$ cat config.mk
export PLATFORM = sky130hd
export DESIGN_NAME = lottery_draw_scheduler_top
export DESIGN_NICKNAME = d
export VERILOG_FILES = /design/src/rtl/lds_pkg.sv /design/src/rtl/lds_ram.sv /design/src/rtl/lds_ctrl.sv /design/src/rtl/lds_dp.sv /design/src/rtl/lottery_draw_scheduler_top.sv
export VERILOG_INCLUDE_DIRS = /design/src /design/src/rtl
export SDC_FILE = /design/constraint.sdc
export NUM_CORES = 2
export LEC_CHECK = 0
export BUFFER_PORTS_ARGS = -buffer_cell sky130_fd_sc_hd__buf_2
export CAP_MARGIN = 20
export CORE_UTILIZATION = 30
export CTS_BUF_LIST = sky130_fd_sc_hd__clkbuf_4
export DETAILED_ROUTE_END_ITERATION = 8
export PLACE_DENSITY = 0.54
export SLEW_MARGIN = 20
export SYNTH_ARGS = -nofsm -noshare
export SYNTH_HDL_FRONTEND = slang
export SYNTH_HIERARCHICAL = 1
export SYNTH_SLANG_ARGS = --single-unit
$ cat constraint.sdc
create_clock -name clk -period 10.8 [get_ports clk]
set_clock_uncertainty 0.05 [all_clocks]
set_input_delay 1.62 -clock clk [delete_from_list [all_inputs] [get_ports clk]]
set_output_delay 1.62 -clock clk [all_outputs]
set_load 0.02 [all_outputs]
$ cat src/rtl/lottery_draw_scheduler_top_defines.svh
// Assertion macros for the lottery draw scheduler.
`ifndef LOTTERY_DRAW_SCHEDULER_TOP_DEFINES_SVH
`define LOTTERY_DRAW_SCHEDULER_TOP_DEFINES_SVH
// Implication check, disabled while in reset.
`define LDS_ASSERT_IMP(label, clk, rst_n, a, c) \
    label: assert property (@(posedge clk) disable iff (!rst_n) (a) |-> (c)) \
        else $error("lds check failed");
// Next-cycle implication check, disabled while in reset.
`define LDS_ASSERT_NXT(label, clk, rst_n, a, c) \
    label: assert property (@(posedge clk) disable iff (!rst_n) (a) |=> (c)) \
        else $error("lds check failed");
`endif

$ cat src/rtl/lds_pkg.sv
// Package: types, codes and constants of the lottery draw scheduler.
`timescale 1ns / 1ps
package lds_pkg;
    localparam int MAX_JOBS_DEF = 64;
    localparam int TOT_W = 15;
    localparam int OCC_W = 7;

    typedef enum logic [1:0] {
        ST_INSERTED = 2'd0,
        ST_DRAWN    = 2'd1,
        ST_NONE     = 2'd2,
        ST_FULL     = 2'd3
    } status_t;

    typedef enum logic [3:0] {
        S_IDLE, S_INS, S_SUM_RD, S_SUM, S_DIV, S_WALK_RD, S_WALK,
        S_SHIFT_RD, S_SHIFT, S_DONE
    } state_t;

    // Commands from the controller to the datapath.
    typedef struct packed {
        logic load;
        logic write_ins;
        logic clr_idx;
        logic inc_idx;
        logic acc_sum;
        logic div_step;
        logic walk_step;
        logic shift_wr;
        logic dec_count;
        logic done;
    } cmd_t;

    // Status back from the datapath.
    typedef struct packed {
        logic kind;
        logic full;
        logic empty;
        logic idx_end;
        logic total_zero;
        logic div_done;
        logic found;
        logic shift_end;
    } sts_t;
endpackage

$ cat src/rtl/lds_ram.sv
// Generic single-port write, single-port registered-read RAM.
`timescale 1ns / 1ps
module lds_ram #(
    parameter int WIDTH = 8,
    parameter int DEPTH = 64
) (
    input  logic                     clk,
    input  logic                     we,
    input  logic [$clog2(DEPTH)-1:0] waddr,
    input  logic [WIDTH-1:0]         wdata,
    input  logic [$clog2(DEPTH)-1:0] raddr,
    output logic [WIDTH-1:0]         rdata
);
    logic [WIDTH-1:0] mem [DEPTH];

    always_ff @(posedge clk)
    begin
        if (we)
        begin
            mem[waddr] <= wdata;
        end
        rdata <= mem[raddr];
    end
endmodule

$ cat src/rtl/lds_ctrl.sv
// Controller state machine of the lottery draw scheduler.
`timescale 1ns / 1ps
module lds_ctrl (
    input  logic           clk,
    input  logic           rst_n,
    input  logic           start,
    input  lds_pkg::sts_t  sts,
    output logic           busy,
    output lds_pkg::cmd_t  cmd
);
    import lds_pkg::*;

    state_t state_reg, state_next;

    always_ff @(posedge clk or negedge rst_n)
    begin
        if (!rst_n)
        begin
            state_reg <= S_IDLE;
        end
        else
        begin
            state_reg <= state_next;
        end
    end

    // Next state
    always_comb
    begin
        state_next = state_reg;
        unique case (state_reg)
            S_IDLE:
            begin
                if (start)
                begin
                    state_next = S_INS;
                end
            end
            S_INS:
            begin
                if (sts.kind)
                begin
                    state_next = sts.empty ? S_DONE : S_SUM_RD;
                end
                else
                begin
                    state_next = S_DONE;
                end
            end
            S_SUM_RD:   state_next = S_SUM;
            S_SUM:      state_next = sts.idx_end ? S_DIV : S_SUM_RD;
            S_DIV:
            begin
                if (sts.total_zero)
                begin
                    state_next = S_DONE;
                end
                else if (sts.div_done)
                begin
                    state_next = S_WALK_RD;
                end
            end
            S_WALK_RD:  state_next = S_WALK;
            S_WALK:
            begin
                if (sts.found)
                begin
                    state_next = S_SHIFT_RD;
                end
                else
                begin
                    state_next = sts.idx_end ? S_DONE : S_WALK_RD;
                end
            end
            S_SHIFT_RD: state_next = sts.shift_end ? S_DONE : S_SHIFT;
            S_SHIFT:    state_next = S_SHIFT_RD;
            S_DONE:     state_next = S_IDLE;
            default:    state_next = S_IDLE;
        endcase
    end

    // Outputs
    always_comb
    begin
        cmd = '0;
        busy = (state_reg != S_IDLE);
        unique case (state_reg)
            S_IDLE:
            begin
                cmd.load = start;
            end
            S_INS:
            begin
                cmd.clr_idx = 1'b1;
                cmd.write_ins = !sts.kind && !sts.full;
            end
            S_SUM_RD:   ;
            S_SUM:
            begin
                cmd.acc_sum = 1'b1;
                cmd.inc_idx = !sts.idx_end;
                cmd.clr_idx = sts.idx_end;
            end
            S_DIV:      cmd.div_step = !sts.total_zero;
            S_WALK_RD:  ;
            S_WALK:
            begin
                cmd.walk_step = 1'b1;
                cmd.inc_idx = 1'b1;
            end
            S_SHIFT_RD: cmd.dec_count = sts.shift_end;
            S_SHIFT:
            begin
                cmd.shift_wr = 1'b1;
                cmd.inc_idx = 1'b1;
            end
            S_DONE:     cmd.done = 1'b1;
            default:    ;
        endcase
    end
endmodule

$ cat src/rtl/lds_dp.sv
// Datapath of the lottery draw scheduler: table, sums, modulo unit, walk.
`timescale 1ns / 1ps
module lds_dp #(
    parameter int MAX_JOBS = lds_pkg::MAX_JOBS_DEF
) (
    input  logic                       clk,
    input  logic                       rst_n,
    input  lds_pkg::cmd_t              cmd,
    output lds_pkg::sts_t              sts,
    input  logic                       kind,
    input  logic [15:0]                job_id,
    input  logic [7:0]                 job_priority,
    input  logic [31:0]                job_arrival,
    input  logic [31:0]                current_time,
    input  logic [31:0]                random_word,
    output logic                       done,
    output logic [1:0]                 status,
    output logic [15:0]                winner_id,
    output logic [7:0]                 winner_priority,
    output logic [31:0]                winner_arrival,
    output logic [lds_pkg::TOT_W-1:0]  total_tickets,
    output logic [lds_pkg::OCC_W-1:0]  occupancy
);
    import lds_pkg::*;

    localparam int AW = $clog2(MAX_JOBS);
    localparam int CW = $clog2(MAX_JOBS + 1);
    localparam int SW = $clog2(MAX_JOBS * 256 + 1);

    logic          kind_reg;
    logic [15:0]   id_reg;
    logic [7:0]    pri_reg;
    logic [31:0]   arr_reg, now_reg;
    logic [CW-1:0] count_reg;
    logic [CW-1:0] idx_reg;
    logic [SW-1:0] total_reg, sum_reg;
    logic          found_reg;
    logic          full_seen_reg;
    logic [15:0]   wid_reg;
    logic [7:0]    wpri_reg;
    logic [31:0]   warr_reg;

    // Restoring modulo unit state
    logic [SW-1:0] rem_reg;
    logic [31:0]   quo_reg;
    logic [4:0]    dcnt_reg;

    logic [15:0]   rd_id;
    logic [7:0]    rd_pri;
    logic [31:0]   rd_arr;
    logic          we;
    logic [AW-1:0] waddr, raddr;
    logic [15:0]   wd_id;
    logic [7:0]    wd_pri;
    logic [31:0]   wd_arr;
    logic          elig;
    logic          hit;
    logic [SW-1:0] tix, sum_new;
    logic [SW:0]   rem_sh;

    assign elig = (rd_arr <= now_reg);
    assign tix = SW'(rd_pri) + SW'(1);
    assign sum_new = sum_reg + tix;
    assign hit = elig && (sum_new > rem_reg);
    assign rem_sh = {rem_reg, quo_reg[31]};

    // Table write and read addressing
    always_comb
    begin
        we = cmd.write_ins || cmd.shift_wr;
        waddr = cmd.write_ins ? count_reg[AW-1:0] : AW'(idx_reg - CW'(1));
        wd_id = cmd.write_ins ? id_reg : rd_id;
        wd_pri = cmd.write_ins ? pri_reg : rd_pri;
        wd_arr = cmd.write_ins ? arr_reg : rd_arr;
        raddr = idx_reg[AW-1:0];
    end

    lds_ram #(.WIDTH(16), .DEPTH(MAX_JOBS)) u_ram_id (
        .clk(clk), .we(we), .waddr(waddr), .wdata(wd_id), .raddr(raddr), .rdata(rd_id));
    lds_ram #(.WIDTH(8), .DEPTH(MAX_JOBS)) u_ram_pri (
        .clk(clk), .we(we), .waddr(waddr), .wdata(wd_pri), .raddr(raddr), .rdata(rd_pri));
    lds_ram #(.WIDTH(32), .DEPTH(MAX_JOBS)) u_ram_arr (
        .clk(clk), .we(we), .waddr(waddr), .wdata(wd_arr), .raddr(raddr), .rdata(rd_arr));

    // Status to the controller
    always_comb
    begin
        sts.kind = kind_reg;
        sts.full = (count_reg >= CW'(MAX_JOBS));
        sts.empty = (count_reg == '0);
        sts.idx_end = ((idx_reg + CW'(1)) >= count_reg);
        sts.total_zero = (total_reg == '0);
        sts.div_done = (dcnt_reg == 5'd31);
        sts.found = hit;
        sts.shift_end = (idx_reg >= count_reg);
    end

    // Control registers
    always_ff @(posedge clk or negedge rst_n)
    begin
        if (!rst_n)
        begin
            count_reg <= '0;
            idx_reg <= '0;
            dcnt_reg <= '0;
            found_reg <= 1'b0;
            full_seen_reg <= 1'b0;
        end
        else
        begin
            if (cmd.write_ins)
            begin
                count_reg <= count_reg + CW'(1);
            end
            else if (cmd.dec_count)
            begin
                count_reg <= count_reg - CW'(1);
            end
            if (cmd.clr_idx)
            begin
                idx_reg <= '0;
            end
            else if (cmd.inc_idx)
            begin
                idx_reg <= idx_reg + CW'(1);
            end
            if (cmd.load)
            begin
                found_reg <= 1'b0;
                dcnt_reg <= '0;
                full_seen_reg <= (count_reg >= CW'(MAX_JOBS)) && !kind;
            end
            else
            begin
                if (cmd.div_step)
                begin
                    dcnt_reg <= dcnt_reg + 5'd1;
                end
                if (cmd.walk_step && hit)
                begin
                    found_reg <= 1'b1;
                end
            end
        end
    end

    // Payload registers
    always_ff @(posedge clk)
    begin
        if (cmd.load)
        begin
            kind_reg <= kind;
            id_reg <= job_id;
            pri_reg <= job_priority;
            arr_reg <= job_arrival;
            now_reg <= current_time;
            total_reg <= '0;
            sum_reg <= '0;
            rem_reg <= '0;
            quo_reg <= random_word;
            wid_reg <= '0;
            wpri_reg <= '0;
            warr_reg <= '0;
        end
        else
        begin
            // Eligible ticket total
            if (cmd.acc_sum && elig)
            begin
                total_reg <= total_reg + tix;
            end
            // One quotient bit a cycle; only the remainder is kept
            if (cmd.div_step)
            begin
                if (rem_sh >= {1'b0, total_reg})
                begin
                    rem_reg <= SW'(rem_sh - {1'b0, total_reg});
                end
                else
                begin
                    rem_reg <= rem_sh[SW-1:0];
                end
                quo_reg <= {quo_reg[30:0], 1'b0};
            end
            // Running sum of the winner walk
            if (cmd.walk_step && elig)
            begin
                sum_reg <= sum_new;
                if (hit)
                begin
                    wid_reg <= rd_id;
                    wpri_reg <= rd_pri;
                    warr_reg <= rd_arr;
                end
            end
        end
    end

    // Result strobe and fields
    always_comb
    begin
        done = cmd.done;
        if (!kind_reg)
        begin
            status = full_seen_reg ? ST_FULL : ST_INSERTED;
        end
        else
        begin
            status = found_reg ? ST_DRAWN : ST_NONE;
        end
        winner_id = wid_reg;
        winner_priority = wpri_reg;
        winner_arrival = warr_reg;
        total_tickets = kind_reg ? TOT_W'(total_reg) : '0;
        occupancy = OCC_W'(count_reg);
    end
endmodule

$ cat src/rtl/lottery_draw_scheduler_top.sv
// Insert: after start is accepted the controller passes S_INS and S_DONE, then returns to idle.
// Draw over N jobs: sum walk, 32-step modulo, winner walk and, when a winner is found, compaction;
// each entry is read through the registered-read RAM in a read state and then a step state.
// A new transaction is accepted only in the idle state, after done for the previous one.
// rst_n clears the controller and the job count; table contents are not cleared.
// The receiver cannot stall: done marks each result for exactly one cycle.
`timescale 1ns / 1ps
module lottery_draw_scheduler_top #(
    parameter int MAX_JOBS = lds_pkg::MAX_JOBS_DEF
) (
    input  logic                       clk,
    input  logic                       rst_n,
    input  logic                       start,
    output logic                       busy,
    input  logic                       kind,
    input  logic [15:0]                job_id,
    input  logic [7:0]                 job_priority,
    input  logic [31:0]                job_arrival,
    input  logic [31:0]                current_time,
    input  logic [31:0]                random_word,
    output logic                       done,
    output logic [1:0]                 status,
    output logic [15:0]                winner_id,
    output logic [7:0]                 winner_priority,
    output logic [31:0]                winner_arrival,
    output logic [lds_pkg::TOT_W-1:0]  total_tickets,
    output logic [lds_pkg::OCC_W-1:0]  occupancy
);
    import lds_pkg::*;
`include "lottery_draw_scheduler_top_defines.svh"

    cmd_t cmd;
    sts_t sts;

    lds_ctrl u_ctrl (
        .clk(clk), .rst_n(rst_n), .start(start), .sts(sts), .busy(busy), .cmd(cmd));

    lds_dp #(.MAX_JOBS(MAX_JOBS)) u_dp (
        .clk(clk), .rst_n(rst_n), .cmd(cmd), .sts(sts),
        .kind(kind), .job_id(job_id), .job_priority(job_priority),
        .job_arrival(job_arrival), .current_time(current_time),
        .random_word(random_word), .done(done), .status(status),
        .winner_id(winner_id), .winner_priority(winner_priority),
        .winner_arrival(winner_arrival), .total_tickets(total_tickets),
        .occupancy(occupancy));

    `LDS_ASSERT_IMP(a_done_busy, clk, rst_n, done, busy)
    `LDS_ASSERT_NXT(a_done_idle, clk, rst_n, done, !busy)
    `LDS_ASSERT_IMP(a_full_zero, clk, rst_n, done && status == ST_FULL, winner_id == '0)
endmodule

==> qor.yml <==
slew_headroom_pct: 25.06
coreArea_um2: 506200
cts_setup_buffers: 0
p_leak_nw: 55.11
synth_edf_count: 3705
grt_pass1_vias: 82300
root_buffer: "clkbuf_4"
seqPwrFrac_pct: 45.8
num_rows: 261
track_usage_pct: 16.02
vias: 80140
htree_num_levels: 6
drt_wl_total_um: 420300
antenna_violating_nets_post_route: 0
floorplan.initialDensity_pct: 30.19
synth_warnings: 6
io_buffers: 205
power_frac_clock_pct: 26.9
cts_tree: "done"
cts_max_path_buffers: 4
period_needed_ns: 5.688
async_reset_ff_share_pct: 0.6432
ys_seq_area_share_pct: 75.27
power-per-cell-area_nw_per_um2: 250.4
cts_inserted_buffers: 921
cts_sinks: 3887
max-cap-violations: 0
final_cell_mix: "edfxtp_1, clkbuf_4, mux4_2"
cts.clk_slew.worst_paths_ns: 0.07
setup.worst_path.start_class: "register"
hp-class: "input port to register"
overflow: 0
finalMaxSlewViolations: 0
min_from: "random_word[1]"
required_ns: 12.25
wl_per_cell_um: 26.34
rr_endpoint: "u_dp/winner_id[0]"
ir_drop_uv: 233.7
dieWidth_um: 715.7
reg2reg_slack_ns: 5.11
path_max_fanout: 44
min_to: "u_dp/quo_reg[1]"
p_sw_share_pct: 32.90
rr_worst_depth: 20
ys_ff_latch: 3887
status: "completed"
max_freq_mhz: 175.8
finalSetupTns_ns: 0
ctsResizeCount: 0
syn_to_final_growth_pct: 14.91
finalHoldWorstSlack_ns: 0.2653
grt_first_pass_wirelength_um: 596300
total_power_mw: 43.97
grt_max_degree: 146
placed_area_um2: 162900
largestRegisters: "u_dp/u_ram_arr/mem: 2048 flops, u_dp/u_ram_id/mem: 1024 flops, u_dp/u_ram_pri/mem: 512 flops"
end_kind: "register"
final_util_pct: 34.69
drt_first_pass_iters: 7
drive_above_1_share_pct: 33.24
netlist_instances: 7415
drt_iter0_drc: 8773
fp.dieH_um: 715.7
syn_area_per_cell_um2: 20.61
switchingPower_mw: 14.47
tightest_slew_ns: 1.121
ios: 206
largest-register: "u_dp/u_ram_arr/mem"
syn_area_um2: 152800
die_area_um2: 512300
nFillCells: 47640
finalWeightedCongestion: 0.8232
rsz0062_at_grt: "no"
final_common_cell: "edfxtp_1"
hold_buffers: 91
finalCritPeriodShare_pct: 52.67
nets: 8739
synth_cell_types: 91
finalSetupViolCount: 0
intPower_mw: 29.50
largest_reg_flops: 2048
reg2reg_from: "u_dp/u_ram_pri/rdata[4]"
path_class: "register to register"
clk_latency_ns: 1.70
hold_depth: 2
ys.flop_type: "edfxtp_1"
hold_viol: 0
antenna_found_initial: 25
pwr-share-comb_pct: 27.4
worstPathArrival_ns: 7.14
stdcell_area_um2: 175600
hpwlAfterDp_um: 241400
viasPerCell: 5.022
drc: 0
syn_nets: 7647
-- power by group through the flow --
| stage | clock [mW] | sequential, mW | combinational [mW] |
|---|---|---|---|
| floorplan | 0 | 20.2 | 7.58 |
| detailed placement | 0 | 20.5 | 12.1 |
| global placement | 0 | 20.4 | 11.8 |
| CTS | 12.2 | 20.1 | 12.1 |
| global route | 12.9 | 20.2 | 12.9 |
| finish | 11.8 | 20.1 | 12.0 |
-- metal layers --
metal	wire (um)	global-route usage, %	vias up
met5	47	0	-
met4	8586	4.165	6
met3	33340	3.343	577
met2	197200	25.38	3378
met1	181200	22.45	42680
li1	-	-	33510
-- worst max-delay path, cell delays in order, from the launching register on --
cell and delay, ns:
dfxtp_1 0.41, and3_1 0.19, nand3_1 0.12, or2_2 0.33, xnor2_1 0.18, ha_1 0.33
a21boi_0 0.25, a21oi_1 0.15, a21o_1 0.29, nor2_1 0.21, nand3_1 0.13, xnor2_1 0.15
ha_1 0.31, nand2_1 0.07, o21ai_0 0.22, a2111oi_0 0.11, a21oi_1 0.22, nand2_1 0.22
nor2_8 0.44, buf_4 0.72, mux2i_1 0.28
-- synthesized netlist by cell type, drive strengths merged (34+ instances only) --
| cell | count | area (um^2) |
|---|---|---|
| nand2 | 151 | 576.8 |
| dfxtp | 157 | 3143 |
| o21ai | 66 | 337.8 |
| inv | 92 | 345.3 |
| nand3 | 56 | 285.3 |
| xnor2 | 34 | 297.8 |
| mux2 | 128 | 1441 |
| mux4 | 894 | 20150 |
| edfxtp | 3705 | 111300 |
| ha | 104 | 1301 |
| nor2b | 73 | 456.7 |
| mux2i | 286 | 2863 |
| clkbuf | 158 | 599.3 |
| a21oi | 136 | 680.7 |
| nor2 | 372 | 1433 |
| o221ai | 36 | 315.3 |
| a22oi | 55 | 412.9 |
| o22ai | 103 | 644.4 |
| nand2b | 140 | 883.3 |
| buf | 237 | 1602 |
-- final cells by class --
cell class              count  area, um^2  area share (%)
well taps                6706        8391           4.778
diodes                     22       55.05         0.03135
flip-flops and latches   3887      115000           65.51
inverters                  92       345.3          0.1966
repair buffers            564        4089           2.328
clock buffers            1337       10040           5.715
multi-input cells        3041       35930           20.46
clock inverters           309        1717          0.9775
-- per-stage QoR --
stage	instances	worst slack, ns
global placement	14200	4.620
CTS	15940	4.621
finish	15960	5.112
floorplan	7415	5.154
global route	15950	4.614
detailed placement	14200	4.627
-- worst max path at each step --
stage | start | slack [ns] | end | cells after the start
after floorplan | u_ctrl/state_reg[2] | 5.15 | u_dp/u_ram_arr/mem[49][0] | 10
after global placement | u_dp/idx_reg[0] | 4.62 | u_dp/u_ram_arr/rdata[21] | 8
final | u_dp/u_ram_pri/rdata[4] | 5.11 | u_dp/winner_id[0] | 20
after detailed placement | u_dp/idx_reg[0] | 4.63 | u_dp/u_ram_arr/rdata[21] | 8
after global routing | u_dp/idx_reg[0] | 4.61 | u_dp/u_ram_arr/rdata[21] | 8
after CTS | u_dp/idx_reg[0] | 4.62 | u_dp/u_ram_arr/rdata[21] | 8
-- logic make-up (layout without fill, tap and decap cells) --
kind of cell / Yosys count / in the layout / synth area share [%]
adder cells (fa/ha/maj): 108 / 108 / 0.9039
other: 0 / 22 / 0
AO/OA/AOI/OAI: 598 / 598 / 2.670
buffers and inverters: 487 / 2302 / 1.666
AND/OR/NAND/NOR: 971 / 971 / 3.171
flip-flops: 3887 / 3887 / 75.27
XOR/XNOR: 56 / 56 / 0.3209
multiplexers: 1308 / 1308 / 16.00
Note: power is estimated with default switching activity, not from simulation.
